### src/rtl/cpr_pkg.sv
// Package for the clock page replacement block: sequencer states and fixed widths.
// Used by clock_page_replacement; no dependencies.
package cpr_pkg;

    localparam int CFG_W   = 4;
    localparam int FAULT_W = 16;

    localparam logic [CFG_W-1:0]   CFG_RESET = 4'd8;
    localparam logic [FAULT_W-1:0] FAULT_MAX = 16'hFFFF;

    typedef enum logic [2:0] {
        ST_IDLE,
        ST_SEARCH,
        ST_SWEEP,
        ST_EVICT,
        ST_DONE
    } cpr_state_t;

endpackage

### src/rtl/cpr_ram.sv
// Generic simple dual-port RAM: one write port, one read port, registered read.
// No dependencies.
module cpr_ram #(
    parameter int WIDTH = 8,
    parameter int DEPTH = 8
) (
    input  logic                                  aclk,
    input  logic                                  we,
    input  logic [((DEPTH > 1) ? $clog2(DEPTH) : 1)-1:0] waddr,
    input  logic [WIDTH-1:0]                      wdata,
    input  logic [((DEPTH > 1) ? $clog2(DEPTH) : 1)-1:0] raddr,
    output logic [WIDTH-1:0]                      rdata
);

    logic [WIDTH-1:0] mem [DEPTH];
    logic [WIDTH-1:0] rdata_reg;

    always_ff @(posedge aclk) begin
        if (we) begin
            mem[waddr] <= wdata;
        end
        rdata_reg <= mem[raddr];
    end

    assign rdata = rdata_reg;

endmodule

### src/rtl/clock_page_replacement.sv
// Clock (second-chance) page replacement; page table held in cpr_ram, depends on cpr_pkg.
// A hit stops at the matching frame; a miss scans all n active frames, then a cold fill
// finishes at once, or a replacement runs the use-bit sweep, then the evicting read-write.
// One item in flight; the next is taken the cycle after the result enters the output register.
// Reset (synchronous, active low) clears valid/use bits, hand, fill and fault counts.
module clock_page_replacement
    import cpr_pkg::*;
#(
    parameter int FRAMES    = 8,
    parameter int PAGE_BITS = 8
) (
    input  logic                      aclk,
    input  logic                      aresetn,
    input  logic                      cfg_valid,
    output logic                      cfg_ready,
    input  logic [CFG_W-1:0]          cfg_frames_in_use,
    input  logic                      s_valid,
    output logic                      s_ready,
    input  logic [PAGE_BITS-1:0]      s_page,
    output logic                      m_valid,
    input  logic                      m_ready,
    output logic                      m_hit,
    output logic                      m_replaced,
    output logic [((FRAMES > 1) ? $clog2(FRAMES) : 1)-1:0] m_frame_index,
    output logic [PAGE_BITS-1:0]      m_evicted_page,
    output logic [FAULT_W-1:0]        m_fault_count
);

    localparam int IDX_W = (FRAMES > 1) ? $clog2(FRAMES) : 1;
    localparam int CNT_W = $clog2(FRAMES + 1);

    cpr_state_t state_reg, state_next;

    logic [CFG_W-1:0]     cfg_reg;
    logic [CNT_W-1:0]     n_reg, n_next, n_active;
    logic [PAGE_BITS-1:0] page_reg, page_next;
    logic [IDX_W-1:0]     rd_idx_reg, rd_idx_next;
    logic [IDX_W-1:0]     cmp_idx_reg, cmp_idx_next;
    logic                 cmp_vld_reg, cmp_vld_next;
    logic [IDX_W-1:0]     h_reg, h_next;
    logic [IDX_W-1:0]     hand_reg, hand_next;
    logic [CNT_W-1:0]     filled_reg, filled_next;
    logic [FAULT_W-1:0]   fault_reg, fault_next;
    logic [FRAMES-1:0]    valid_reg, valid_next;
    logic [FRAMES-1:0]    use_reg, use_next;

    logic                 res_hit_reg, res_hit_next;
    logic                 res_repl_reg, res_repl_next;
    logic [IDX_W-1:0]     res_frame_reg, res_frame_next;
    logic [PAGE_BITS-1:0] res_evict_reg, res_evict_next;

    logic                 m_valid_reg, m_valid_next;
    logic                 m_hit_reg, m_hit_next;
    logic                 m_repl_reg, m_repl_next;
    logic [IDX_W-1:0]     m_frame_reg, m_frame_next;
    logic [PAGE_BITS-1:0] m_evict_reg, m_evict_next;
    logic [FAULT_W-1:0]   m_fault_reg, m_fault_next;

    logic                 ram_we;
    logic [IDX_W-1:0]     ram_waddr, ram_raddr;
    logic [PAGE_BITS-1:0] ram_rdata;

    logic                 match, last_cmp, fill_go, out_free, h_wrap;
    logic [IDX_W-1:0]     hand_start, h_inc;
    logic [CNT_W-1:0]     filled_inc;

    cpr_ram #(
        .WIDTH (PAGE_BITS),
        .DEPTH (FRAMES)
    ) u_pages (
        .aclk  (aclk),
        .we    (ram_we),
        .waddr (ram_waddr),
        .wdata (page_reg),
        .raddr (ram_raddr),
        .rdata (ram_rdata)
    );

    always_comb begin
        if (cfg_reg == '0) begin
            n_active = CNT_W'(1);
        end else if (32'(cfg_reg) > 32'(FRAMES)) begin
            n_active = CNT_W'(FRAMES);
        end else begin
            n_active = CNT_W'(cfg_reg);
        end
    end

    assign match      = cmp_vld_reg && valid_reg[cmp_idx_reg] && (ram_rdata == page_reg);
    assign last_cmp   = cmp_vld_reg && ((CNT_W'(cmp_idx_reg) + CNT_W'(1)) == n_reg);
    assign fill_go    = filled_reg < n_reg;
    assign filled_inc = filled_reg + CNT_W'(1);
    assign hand_start = (CNT_W'(hand_reg) < n_reg) ? hand_reg : '0;
    assign h_wrap     = (CNT_W'(h_reg) + CNT_W'(1)) == n_reg;
    assign h_inc      = h_wrap ? '0 : h_reg + IDX_W'(1);
    assign out_free   = !m_valid_reg || m_ready;

    assign cfg_ready      = 1'b1;
    assign s_ready        = (state_reg == ST_IDLE);
    assign m_valid        = m_valid_reg;
    assign m_hit          = m_hit_reg;
    assign m_replaced     = m_repl_reg;
    assign m_frame_index  = m_frame_reg;
    assign m_evicted_page = m_evict_reg;
    assign m_fault_count  = m_fault_reg;

    // next state
    always_comb begin
        state_next = state_reg;
        unique case (state_reg)
            ST_IDLE: begin
                if (s_valid) begin
                    state_next = ST_SEARCH;
                end
            end
            ST_SEARCH: begin
                if (match) begin
                    state_next = ST_DONE;
                end else if (last_cmp) begin
                    state_next = fill_go ? ST_DONE : ST_SWEEP;
                end
            end
            ST_SWEEP: begin
                if (!use_reg[h_reg]) begin
                    state_next = ST_EVICT;
                end
            end
            ST_EVICT: begin
                state_next = ST_DONE;
            end
            ST_DONE: begin
                if (out_free) begin
                    state_next = ST_IDLE;
                end
            end
            default: begin
                state_next = ST_IDLE;
            end
        endcase
    end

    // datapath and memory control
    always_comb begin
        n_next         = n_reg;
        page_next      = page_reg;
        rd_idx_next    = rd_idx_reg;
        cmp_idx_next   = cmp_idx_reg;
        cmp_vld_next   = cmp_vld_reg;
        h_next         = h_reg;
        hand_next      = hand_reg;
        filled_next    = filled_reg;
        fault_next     = fault_reg;
        valid_next     = valid_reg;
        use_next       = use_reg;
        res_hit_next   = res_hit_reg;
        res_repl_next  = res_repl_reg;
        res_frame_next = res_frame_reg;
        res_evict_next = res_evict_reg;
        m_valid_next   = m_valid_reg && !m_ready;
        m_hit_next     = m_hit_reg;
        m_repl_next    = m_repl_reg;
        m_frame_next   = m_frame_reg;
        m_evict_next   = m_evict_reg;
        m_fault_next   = m_fault_reg;
        ram_we         = 1'b0;
        ram_waddr      = h_reg;
        ram_raddr      = rd_idx_reg;

        unique case (state_reg)
            ST_IDLE: begin
                if (s_valid) begin
                    page_next    = s_page;
                    n_next       = n_active;
                    rd_idx_next  = '0;
                    cmp_vld_next = 1'b0;
                end
            end
            ST_SEARCH: begin
                rd_idx_next  = rd_idx_reg + IDX_W'(1);
                cmp_vld_next = 1'b1;
                cmp_idx_next = rd_idx_reg;
                if (match) begin
                    use_next[cmp_idx_reg] = 1'b1;
                    res_hit_next   = 1'b1;
                    res_repl_next  = 1'b0;
                    res_frame_next = cmp_idx_reg;
                    res_evict_next = '0;
                end else if (last_cmp) begin
                    if (fill_go) begin
                        // cold fill into the next free frame
                        ram_we    = 1'b1;
                        ram_waddr = filled_reg[IDX_W-1:0];
                        valid_next[filled_reg[IDX_W-1:0]] = 1'b1;
                        use_next[filled_reg[IDX_W-1:0]]   = 1'b1;
                        filled_next    = filled_inc;
                        hand_next      = (filled_inc == n_reg) ? '0 : filled_inc[IDX_W-1:0];
                        res_hit_next   = 1'b0;
                        res_repl_next  = 1'b0;
                        res_frame_next = filled_reg[IDX_W-1:0];
                        res_evict_next = '0;
                    end else begin
                        h_next = hand_start;
                    end
                end
            end
            ST_SWEEP: begin
                if (use_reg[h_reg]) begin
                    use_next[h_reg] = 1'b0;
                    h_next          = h_inc;
                end else begin
                    ram_raddr = h_reg;
                end
            end
            ST_EVICT: begin
                ram_we    = 1'b1;
                ram_waddr = h_reg;
                valid_next[h_reg] = 1'b1;
                use_next[h_reg]   = 1'b1;
                hand_next         = h_inc;
                if (fault_reg != FAULT_MAX) begin
                    fault_next = fault_reg + FAULT_W'(1);
                end
                res_hit_next   = 1'b0;
                res_repl_next  = 1'b1;
                res_frame_next = h_reg;
                res_evict_next = valid_reg[h_reg] ? ram_rdata : '0;
            end
            ST_DONE: begin
                if (out_free) begin
                    m_valid_next = 1'b1;
                    m_hit_next   = res_hit_reg;
                    m_repl_next  = res_repl_reg;
                    m_frame_next = res_frame_reg;
                    m_evict_next = res_evict_reg;
                    m_fault_next = fault_reg;
                end
            end
            default: begin
                cmp_vld_next = 1'b0;
            end
        endcase
    end

    always_ff @(posedge aclk) begin
        if (!aresetn) begin
            state_reg   <= ST_IDLE;
            cfg_reg     <= CFG_RESET;
            cmp_vld_reg <= 1'b0;
            hand_reg    <= '0;
            filled_reg  <= '0;
            fault_reg   <= '0;
            valid_reg   <= '0;
            use_reg     <= '0;
            m_valid_reg <= 1'b0;
        end else begin
            state_reg   <= state_next;
            if (cfg_valid && cfg_ready) begin
                cfg_reg <= cfg_frames_in_use;
            end
            cmp_vld_reg <= cmp_vld_next;
            hand_reg    <= hand_next;
            filled_reg  <= filled_next;
            fault_reg   <= fault_next;
            valid_reg   <= valid_next;
            use_reg     <= use_next;
            m_valid_reg <= m_valid_next;
        end
    end

    always_ff @(posedge aclk) begin
        n_reg         <= n_next;
        page_reg      <= page_next;
        rd_idx_reg    <= rd_idx_next;
        cmp_idx_reg   <= cmp_idx_next;
        h_reg         <= h_next;
        res_hit_reg   <= res_hit_next;
        res_repl_reg  <= res_repl_next;
        res_frame_reg <= res_frame_next;
        res_evict_reg <= res_evict_next;
        m_hit_reg     <= m_hit_next;
        m_repl_reg    <= m_repl_next;
        m_frame_reg   <= m_frame_next;
        m_evict_reg   <= m_evict_next;
        m_fault_reg   <= m_fault_next;
    end

endmodule
### config.mk
export PLATFORM = sky130hd
export DESIGN_NAME = clock_page_replacement
export DESIGN_NICKNAME = d
export VERILOG_FILES = /design/src/rtl/cpr_pkg.sv /design/src/rtl/cpr_ram.sv /design/src/rtl/clock_page_replacement.sv
export SDC_FILE = /design/constraint.sdc
export NUM_CORES = 1
export LEC_CHECK = 0
export CORE_ASPECT_RATIO = 1.2
export CORE_MARGIN = 1
export CORE_UTILIZATION = 65
export DETAILED_ROUTE_END_ITERATION = 8
export DONT_BUFFER_PORTS = 1
export MAX_ROUTING_LAYER = met4
export PLACE_DENSITY = 0.87
export RECOVER_POWER = 25
export SYNTH_ARGS = -nofsm -noshare
export SYNTH_HDL_FRONTEND = slang
export SYNTH_SLANG_ARGS = --single-unit
### constraint.sdc
create_clock -name aclk -period 5.91 [get_ports aclk]
set_clock_uncertainty 0.2 [all_clocks]
set_input_delay 0.2955 -clock aclk [delete_from_list [all_inputs] [get_ports aclk]]
set_output_delay 0.2955 -clock aclk [all_outputs]
set_load 0.02 [all_outputs]
# After elaboration in Yosys (flattened, before gate mapping)
# Memory sizes are Yosys's and may differ from the RTL's. A register that Yosys moved wholly into a read port is not among the register bits.
# Index checks and enable logic that the tools add are counted.
# Widths: inputs -> output; s select.
[word_totals]
ramBits = 64
out_inout_bits = 32
mem_count = 1
wordCells = 171
in_bits = 17
mem_bits_ro = 0
latch_bits = 0
reg_bits = 111
[mem_list]
columns = ["name", "depth", "width", "rd", "rd_ports_with_merged_regs", "write_ports", "line", "source"]
rows = [
  ["u_pages.mem", 8, 8, 1, 1, 1, "cpr_ram.sv:15", "logic [WIDTH-1:0] mem [DEPTH];"],
]
[op_classes]
n_mul = 0
n_div = 0
bitwise_logic = 9
n_lt_le_gt_ge = 9
n_shift = 0
add_sub_neg = 6
n_mux = 74
reduce_logical = 29
eq_ne = 19
[op_table]
columns = ["operator", "count"]
rows = [
  ["$mux 8", 11],
  ["$mux 3", 26],
  ["$or 8x8->8", 5],
  ["$pmux 8 s2", 2],
  ["$pmux 3 s2", 4],
  ["$pmux 8 s3", 1],
  ["$mux 1", 18],
  ["$add 16x1->16 const B", 1],
  ["$ne 16x16->1 const B", 1],
  ["$ne 2x2->1 const B", 8],
  ["$reduce_and 4->1", 4],
  ["$pmux 3 s5", 1],
  ["$eq 4x4->1", 3],
  ["$lt 3x4->1 const B", 3],
  ["$reduce_and 2->1", 5],
  ["$bmux 1 s3", 3],
  ["$demux 1 s3", 3],
  ["$ge 3x1->1 const B", 3],
  ["$add 3x1->4 const B", 2],
  ["$and 8x8->8", 1],
  ["$eq 8x8->1", 1],
  ["$not 8->8", 1],
  ["$logic_and 1x1->1", 7],
  ["$add 3x1->3 const B", 2],
  ["other kinds (22)", 30],
]

# Depth between registers and ports, before layout
# Gate-level depths: netlist (run 1).
[depth]
depth_word = 9
ltp_mapped = 10

# By module
# From an unflattened synthesis (run 1), not the netlist that was laid out.
[hier_totals]
hier_cells = 640
area_unflattened_um2 = 8175.3
[modules_own_cells]
columns = ["module", "cells_each", "area_each_um2", "n_inst", "seq_area_each_um2"]
rows = [
  ["clock_page_replacement", 526, 5484.0, 1, 2852.7],
  ["cpr_ram", 114, 2691.3, 1, 2082.0],
]

# Least setup slack after synthesis (run 1)
# No wires, ideal clock.
[synth_path]
path_kind = "register to register"
start = "register cmp_idx_reg[1]"
end = "memory u_pages.mem[5][0], enable pin"
arrival_ps = 2442
stages_incl_launch_ff = 7
slack_ps = 2879
n_path_buf = 1
synth_period_minus_slack_ps = 3031
required_ps = 5321
path_cell_list = "edfxtp_1 > buf_6 > mux2_4 > mux2i_4 > a21oi_1 > a2111o_1 > o31ai_1"
[synth_via]
elab_chain_len = 8
word_cells_on_any_way = 15
classes_between = "add/sub (1); eq/ne (1); mux (10); reduce/logical (3)"
[synth_rtl]
columns = ["item", "line", "source"]
rows = [
  ["from (decl)", "clock_page_replacement.sv:38", "logic [IDX_W-1:0] cmp_idx_reg, cmp_idx_next;"],
  ["from (signal assigned)", "clock_page_replacement.sv:274", "cmp_idx_reg <= cmp_idx_next;"],
  ["$add 3x1->4 or $bmux 1 s3 (tied branches)", "clock_page_replacement.sv:90, clock_page_replacement.sv:89", ""],
  ["$eq 4x4->1 or $mux 1 (tied branches)", "clock_page_replacement.sv:90, clock_page_replacement.sv:89", ""],
  ["$logic_and 1x1->1 (on tied branches)", "clock_page_replacement.sv:90, clock_page_replacement.sv:89", ""],
  ["$mux 1 or $logic_and 1x1->1 (tied branches)", "clock_page_replacement.sv:188, clock_page_replacement.sv:89", ""],
  ["$mux 1", "clock_page_replacement.sv:182", "if (match) begin"],
  ["$pmux 1 s2", "clock_page_replacement.sv:169", "unique case (state_reg)"],
  ["$mux 1", "cpr_ram.sv:19", "if (we) begin"],
  ["$mux 1 (not written as such)", "cpr_ram.sv:20", "mem[waddr] <= wdata;"],
  ["to (decl)", "cpr_ram.sv:15", ""],
]
# Parallel ways exist; a longest one is shown, timed or not. The select of a mux whose other input is x is not followed.

# Final worst setup path (run 1)
[layout_path]
start = "register h_reg[0]"
end = "register u_pages.rdata_reg[6] (netlist: u_pages.rdata[6]), read port of u_pages.mem"
[layout_via]
elab_chain_len = 4
[layout_rtl]
columns = ["item", "line", "source"]
rows = [
  ["from (decl)", "clock_page_replacement.sv:40", "logic [IDX_W-1:0] h_reg, h_next;"],
  ["from (signal assigned)", "clock_page_replacement.sv:275", "h_reg <= h_next;"],
  ["$bmux 1 s3", "clock_page_replacement.sv:207", "if (use_reg[h_reg]) begin"],
  ["$mux 1 (not written as such)", "clock_page_replacement.sv:207", ""],
  ["$mux 3 (*)", "clock_page_replacement.sv:207", ""],
  ["$mux 3 (*)", "clock_page_replacement.sv:169", ""],
  ["to (decl)", "cpr_ram.sv:16", "logic [WIDTH-1:0] rdata_reg;"],
]
# Every way passes the cells marked *; elsewhere a longest branch is shown, timed or not. The select of a mux whose other input is x is not followed.
# A chain may end at the register's enable or synchronous reset.

==> results by stage, run 1 <==
Layout:
- The share of layout cells above drive strength 1 is 0.0967.
- The number of inserted diodes is 0.
- At the end of the flow the core is filled with cells to 0.736.
- After filler insertion, the fill cell instance count of the layout stands at 815.
- Compared with the post-synthesis result, the final layout area differs by 9.83%.
- After routing the design area is 9360 sq um.
- In the final design database the tool counted 749 nets.
- The register with the most flip-flops in the layout has 64 of them.

Floorplan:
- The number of primary I/O pins is 49.
- The overall die width is 107 um.
- The die is 127 um tall.
- Row generation in the floorplan step produced 45 rows.
- For this configuration, the core starts out at a cell density of 0.670.
- In this run the standard cell core region covers 12700 sq um.
- The floorplan step defined a die boundary enclosing 13600 sq um.

Synth:
- The leading area contributor after synthesis is edfxtp_1.
- Summing every instance area after synthesis gives 8530 sq um.
- The most used flip-flop cell after synthesis is edfxtp_1.
- Of the synthesized area, sequential elements account for 0.579.
- The synthesized netlist contains 75 unique library cells.
- Averaged over all synthesized cells, the footprint is 11.8 sq um.
- Counting flops and latches in the post-synthesis netlist gives 183.
- In the synthesized netlist, the number of instances is 723.
- Of the post-synthesis cell area, the dominant cell type holds 0.447.
- The number of nets handed over by synthesis was 751.
- By area the synthesized netlist is led by edfxtp_1 45%, dfxtp_1 13%, nand2_1 2.3%, and3_1 2.3%, nor3_1 2.1%.
- After synthesis, the share of flip-flops with an asynchronous set or reset is 0.
- Yosys printed 0 warnings.
- The number of enable-type register cells in the synthesized netlist is 127.

Timing:
- The number of slew-limit violations in the final report is 0.
- The hold violation total from the final report is 0.
- Setup repair after global routing left no endpoint under its margin.
- For the pin with the worst max-slew slack, the measured transition is 1150 ps.
- Setup violations remaining at the end of the flow were counted as 0.
- Derived from the worst setup path, the maximum achievable clock frequency is 241 MHz.
- The final cycle utilization of the critical path is 0.701.
- The final critical-path required period is 4140 ps.
- Headroom to the max-slew limit came out at 0.229.
- The setup TNS after final layout is 0 ps.

Critical path:
- In this run the worst setup path begins at h_reg[0]$_DFFE_PP_.
- The end of the worst register-to-register path is u_pages.rdata[6]$_DFF_P_.
- The worst register-to-register path has a depth of 6.
- The source of the worst register-to-register timing path is h_reg[0]$_DFFE_PP_.
- The cell family with the largest share of critical-path delay is compound AO/OA/AOI/OAI gates.
- The type of the worst setup path is flip-flop to flip-flop.
- STA classifies the critical path startpoint as a flip-flop.
- Data on the critical path is required at its endpoint by 6010 ps.
- On the critical path, the stage with the largest delay is an instance of edfxtp_1.
- In this run the worst setup path terminates at u_pages.rdata[6]$_DFF_P_.
- The biggest fanout along the worst timing path is 33.
- The number of buffer and inverter instances along the worst setup path is 0.
- In this run the register-to-register setup slack is 1770 ps.
- The total stage count of the critical path is 6.
- On the worst path, the slowest cell contributes a delay of 1010 ps.
- STA classifies the critical path endpoint as a flip-flop.
- The signal arrival time at the worst endpoint is 4240 ps.
- Walking the worst path, the cells encountered are mux2_2 > mux4_2 > o21ai_4 > nand2_4 > a2111oi_0 > nor3_1.

Clocking:
- The TritonCTS clock tree is done.
- The tree is rooted in a clkbuf_16.
- The clock passes through at most 2 buffers.
- The number of buffers inserted to repair setup after CTS is 0.
- The clock reaches the later pin of the worst-skew pair after 440 ps.
- The clock sink count is 183.
- The number of levels in the clock H-tree is 4.
- After clock tree synthesis, the clock-pin slew on the worst setup and hold paths is 70 ps.
- Counting the buffers created by CTS gives 17.

Detailed routing:
- After detailed routing, the number of vias per cell comes to 6.75.
- The number of iterations in the first detailed-routing pass is 5.
- After detailed routing, the average wire length per cell comes to 22.6 um.
- The initial detailed-routing violation count is 503.
- For this block, the routed nets add up to 20.3 mm of wire.
- The DRC violation count after routing is 0.
- The number of vias in the routed layout is 6065.
- The detail route stage leaves a number of antenna-violating nets equal to 0.

Power:
- The reported leakage power is 3.28 nW.
- Dividing total power by cell area gives a power density of 303 nW/um^2.
- Across the VDD grid, the largest voltage drop is 0.333 mV.

Global routing:
- Across every metal layer, demand over resource in global routing totals 0.327.
- The via count of the first global-routing pass is 5891.
- The first-pass GRT wire length is 32.0 mm.
- The number of antenna violations at the first check in global routing is 0.
- Summed over all layers, the global routing overflow is 0.
- The maximum number of pins on one net before global-route repair is 38.

Placed design:
- Summing all placed instances gives a cell area of 8560 sq um.
- The detailed placement HPWL is 13.3 mm.
- The count of input and output buffers is 0.
- Routability-driven placement finished with a final weighted congestion of 0.962.

Run:
- The total of max-cap violations is 0.

Worst hold path:
- The worst min-delay path class is flip-flop to flip-flop.

Status:
- The flow ran to the end, and the final reports show no timing, DRC or antenna violations.
logic make-up after synthesis:
group	count (synthesis)	synth area share
buf+inv	61	0.0335
mux	25	0.0395
flops	183	0.579
other cells	1	0.000440
compound gates	137	0.123
fa+ha+maj	11	0.0161
xor+xnor	35	0.0376
simple gates	270	0.171
layout by cell type, fill, tap and decap left out, types with 8 or more instances in the layout:
master         netlist  final
o32ai_1              8      8
and3_1              31     31
mux2i_1             13     13
nor4b_1              9      9
nand2_1             53     53
xor2_1              19     19
inv_1               14     14
a21oi_1             16     16
dfxtp_1             56     56
a22oi_1              8      8
a21boi_0            10     10
ha_1                11     11
o21a_1              13     13
a2111oi_0           17     17
or3_1               14     14
and2_1              12     12
clkbuf_16            0     19
dlygate4sd3_1        0     18
edfxtp_1           127    127
nor3_1              35     35
nand2b_1            15     15
o31ai_1             10      9
xnor2_1             15     15
nand4_1              9      9
nand3_1             17     17
nor2_1              36     36
o21ai_0             15     15
Yosys cell counts, types with 16 or more instances:
master / instances
and3_1: 31
nand3_1: 17
nand2_1: 53
clkbuf_1: 29
nor2_1: 36
xor2_1: 19
a21oi_1: 16
a2111oi_0: 17
nor3_1: 35
dfxtp_1: 56
edfxtp_1: 127
where the power goes:
part	total (W)	internal [W]	switching, W
Clock	0.00118	0.000698	0.000481
Combinational	0.000189	0.0000799	0.000109
Sequential	0.00147	0.00141	0.0000591
Total	0.00283	0.00218	0.000649
how the worst min path moves through the flow:
| stage | start | end | slack [ps] | cells after the start |
|---|---|---|---|---|
| floorplan | s_page[0] | page_reg[0]$_DFFE_PP_ | 190 | 0 |
| global placement | aresetn | cfg_reg[3]$_SDFFE_PN1P_ | 170 | 1 |
| detailed placement | aresetn | cfg_reg[3]$_SDFFE_PN1P_ | 170 | 1 |
| CTS | s_valid | n_reg[3]$_SDFFCE_PP0P_ | 210 | 1 |
| global route | res_evict_reg[1]$_SDFFCE_PN0P_ | m_evicted_page[1]$_DFFE_PP_ | 220 | 0 |
| finish | res_evict_reg[4]$_SDFFCE_PN0P_ | m_evicted_page[4]$_DFFE_PP_ | 210 | 0 |
metrics by stage:
step                setup WS [ps]  hold slack, ps  power [W]  cells
finish                       1770             214    0.00283    898
detailed placement           1870             170    0.00166    848
CTS                          1870             212    0.00284    898
global placement             1940             167    0.00165    847
global route                 1460             224    0.00291    898
floorplan                    2880             194    0.00161    723
cell type report:
cell class	count	area, sq um	share of cell area
Timing Repair Buffer	26	238	0.0254
Inverter	14	52.6	0.00561
Multi-Input combinational cell	479	3310	0.354
Clock buffer	23	510	0.0545
Tap cell	164	205	0.0219
Sequential cell	183	4930	0.527
Clock inverter	9	110	0.0118
timing repair:
action,CTS,global route
resized for setup,0,0
hold buffers,18,0
hold endpoints to repair,33,0
layer usage:
layer,share of wire,vias up,track usage
met1,0.40,2973,0.408
met3,0.063,68,0.0587
li1,-,2740,-
met5,0,-,-
met4,0.044,0,0.185
met2,0.49,284,0.506
Note: power is estimated with default switching activity, not from simulation.
==> run 2: changes to the inputs <==
--- a/config.mk
+++ b/config.mk
@@ -7,11 +7,11 @@
 export LEC_CHECK = 0
 export CORE_ASPECT_RATIO = 1.2
 export CORE_MARGIN = 1
-export CORE_UTILIZATION = 65
+export CORE_UTILIZATION = 57
 export DETAILED_ROUTE_END_ITERATION = 8
 export DONT_BUFFER_PORTS = 1
 export MAX_ROUTING_LAYER = met4
-export PLACE_DENSITY = 0.87
+export PLACE_DENSITY = 0.81
 export RECOVER_POWER = 25
 export SYNTH_ARGS = -nofsm -noshare
 export SYNTH_HDL_FRONTEND = slang
==> constraint.sdc (replaced) <==
create_clock -name aclk -period 3.4 [get_ports aclk]
set_clock_uncertainty 0.2 [all_clocks]
set_input_delay 0.17 -clock aclk [delete_from_list [all_inputs] [get_ports aclk]]
set_output_delay 0.17 -clock aclk [all_outputs]
set_load 0.02 [all_outputs]
==> run 2 against run 1 <==
  * Critical path type unchanged
  * Die area rose by 14%
  * Sequential share of layout area down 1.3 points
  * First-iteration DRC count grew 23%
  * Register-to-register slack lost 1700 ps
  * Power grew 73%
  * Global-route usage down 3.7 points
  * Critical path depth is the same
==> results by stage, run 2 (synthesis gave the netlist of run 1 again) <==
Detailed routing:
- The DRC violation count after routing is 0 (unchanged).
- The number of vias in the routed layout came to 6170 (+1.7%).
- The initial detailed-routing violation count is 618 (+23%).
- The number of iterations in the first detailed-routing pass is 5 (unchanged).
- The remaining number of nets flagged by the antenna check after routing is 0 (unchanged).
- The average wire length per cell after detail routing is 21.1 um (-6.6%).
- The ratio of routed vias to standard cells is 6.41 (-5.1%).
- The detailed-route wire length came to 20.3 mm (+0.12%).

Status:
- The flow ran to the end, and the final reports show no timing, DRC or antenna violations.

Placed design:
- The worst-case setup slack after placement is 72.1 ps (-1800 ps).
- The detailed placement HPWL is 14.3 mm (+7.6%).
- The last weighted congestion value of the routability-driven placer is 1.08 (+12%).
- The total cell area at the placement stage was 8810 sq um (+2.9%).
- The count of input and output buffers was 0 (unchanged).

Layout:
- The number of fillers in the final layout is 1045 (+28%).
- The count of nets after finishing was 778 (+3.9%).
- In the layout the commonest cells are 127 x edfxtp_1, 56 x dfxtp_1, 53 x nand2_1.
- The leading cell type in the layout, fill and taps excluded is edfxtp_1.
- The share of layout cells above drive strength 1 is 0.126 (+0.0291).
- The signed area change from the synthesized netlist to the final layout is 12.6%.
- The final non-filler cell area is 9600 sq um (+2.5%).
- The flip-flop count of the largest register after layout is 64 (unchanged).
- The number of inserted diodes is 0 (unchanged).

Worst hold path:
- The worst min-delay path class is primary input to flip-flop.

Floorplan:
- The count of standard-cell rows was 48 (+6.7%).
- The number of primary I/O pins is 49 (unchanged).
- The die span in y was 136 um (+6.7%).
- The placeable core area is 14500 sq um (+14%).
- The starting density of the core is 0.589 (-0.0810).
- The die outline area is 15500 sq um (+14%).
- The overall die width is 114 um (+6.7%).

Clocking:
- The CTS buffer count is 17 (unchanged).
- The clock sink count is 183 (unchanged).
- The number of gates resized after CTS is 0 (unchanged).
- The clock insertion delay at the later pin of the skew report is 430 ps (about the same).
- Clock tree synthesis selected as its root buffer the cell clkbuf_16.
- TritonCTS built the clock tree.
- The number of levels in the clock H-tree is 4 (unchanged).
- The maximum clock path buffer count came to 2 (unchanged).
- The clock input transition at the sequential cells of the worst setup and hold paths is 70 ps (about the same).

Power:
- The reported leakage power is 3.40 nW (+3.7%).
- The total power per unit cell area came to 511 nW/um^2 (+69%).
- The highest ir drop seen on vdd is 0.504 mV (+52%).

Timing:
- The hold violation total from the final report was 0 (unchanged).
- The setup TNS after final layout is 0 ps (unchanged).
- The number of slew-limit violations in the final report was 0 (unchanged).
- Setup repair after global routing left no endpoint under its margin.
- The transition at the pin with the smallest max-transition slack came to 970 ps (-183 ps).
- The fmax was 305 MHz (+26%).
- The number of failing setup endpoints in the final timing report is 0 (unchanged).
- The final critical-path required period is 3280 ps (-859 ps).
- The worst-case headroom to the max-slew limit is 0.352 (+0.123).
- The slack of the critical path was 117 ps (-1650 ps).
- The final cycle utilization of the critical path is 0.965 (+0.265).

Critical path:
- Traced cell by cell, the critical path runs through mux2_2 > mux4_2 > o21ai_4 > nand2_4 > a2111oi_0 > nor3_1.
- The required time of the worst setup path is 3500 ps (-2510 ps).
- The critical path's slowest cell is edfxtp_1.
- The category of the worst setup path launch point is a flip-flop.
- The worst setup path is captured at a flip-flop.
- The flop-to-flop setup slack is 120 ps (-1650 ps).
- The largest stage delay on the critical path is 680 ps (-330 ps).
- The signal arrival time at the worst endpoint came to 3380 ps (-860 ps).
- The biggest fanout along the worst timing path came to 16 (-52%).
- The type of the worst setup path is flip-flop to flip-flop.

Global routing:
- The maximum number of pins on one net before global-route repair was 31 (-18%).
- The number of antenna violations at the first check in global routing was 0 (unchanged).
- The via count of the first global-routing pass came to 6119 (+3.9%).
- The first-pass GRT wire length came to 32.7 mm (+2.0%).
- The global router's overall resource usage is 0.289 (-0.0375).
- The sum of overflow across all layers after global routing is 0 (unchanged).

Run:
- The total of max-cap violations came to 0 (unchanged).
run 2: stage by stage:
step | hold WS, ps | util | std cells | total power [W]
5_1_grt | 119 | 0.663 | 963 | 0.00505
4_1_cts | 97.0 | 0.663 | 961 | 0.00492
3_5_place_dp | 48.4 | 0.609 | 911 | 0.00291
2_1_floorplan | 68.9 | - | 723 | 0.00281
6_report | 94.7 | 0.663 | 963 | 0.00490
3_3_place_gp | 43.9 | 0.609 | 911 | 0.00289
run 2: layout make-up:
class,count,area (sq um),share of cell area
clock buffer,17,425,0.0443
clock inverter,15,186,0.0194
inverter,14,52.6,0.00547
multi-input combinational,479,3310,0.345
sequential,183,4930,0.514
tap,200,250,0.0261
timing repair buffer,55,443,0.0461
run 2: per-layer routing:
layer,vias to the layer above,GRT usage,wire length (um)
met1,2982,0.335,7650
met3,85,0.0441,1270
met2,303,0.481,10300
met5,-,-,0
met4,0,0.166,1060
li1,2800,-,-
run 2: what timing repair did:
action,CTS,global route
setup buffers,0,2
hold endpoints to repair,33,0
hold buffers,18,0
setup endpoints to repair,0,49
run 2: critical path: cells and delay by family (launching register included):
kind | cells | cell delay, ps
compound gates | 2 | 980
flops | 1 | 680
mux | 2 | 980
simple gates | 2 | 300
run 2: path summary, 6_finish.rpt:
path                                                      from                     endpoint  depth (start not counted)
worst max-delay path                        h_reg[0]$_DFFE_PP_     u_pages.rdata[5]$_DFF_P_                          6
worst min-delay path                                   s_valid        page_reg[7]$_DFFE_PP_                          1
worst max register to register              h_reg[0]$_DFFE_PP_     u_pages.rdata[5]$_DFF_P_                          6
worst min register to register  res_evict_reg[7]$_SDFFCE_PN0P_  m_evicted_page[7]$_DFFE_PP_                          0
run 2: power breakdown:
group          internal, W  switching (W)  leakage (nW)
Combinational     0.000152       0.000212          1.51
Sequential         0.00244      0.0000831          1.59
Clock              0.00112       0.000894         0.300
Total              0.00371        0.00119          3.40
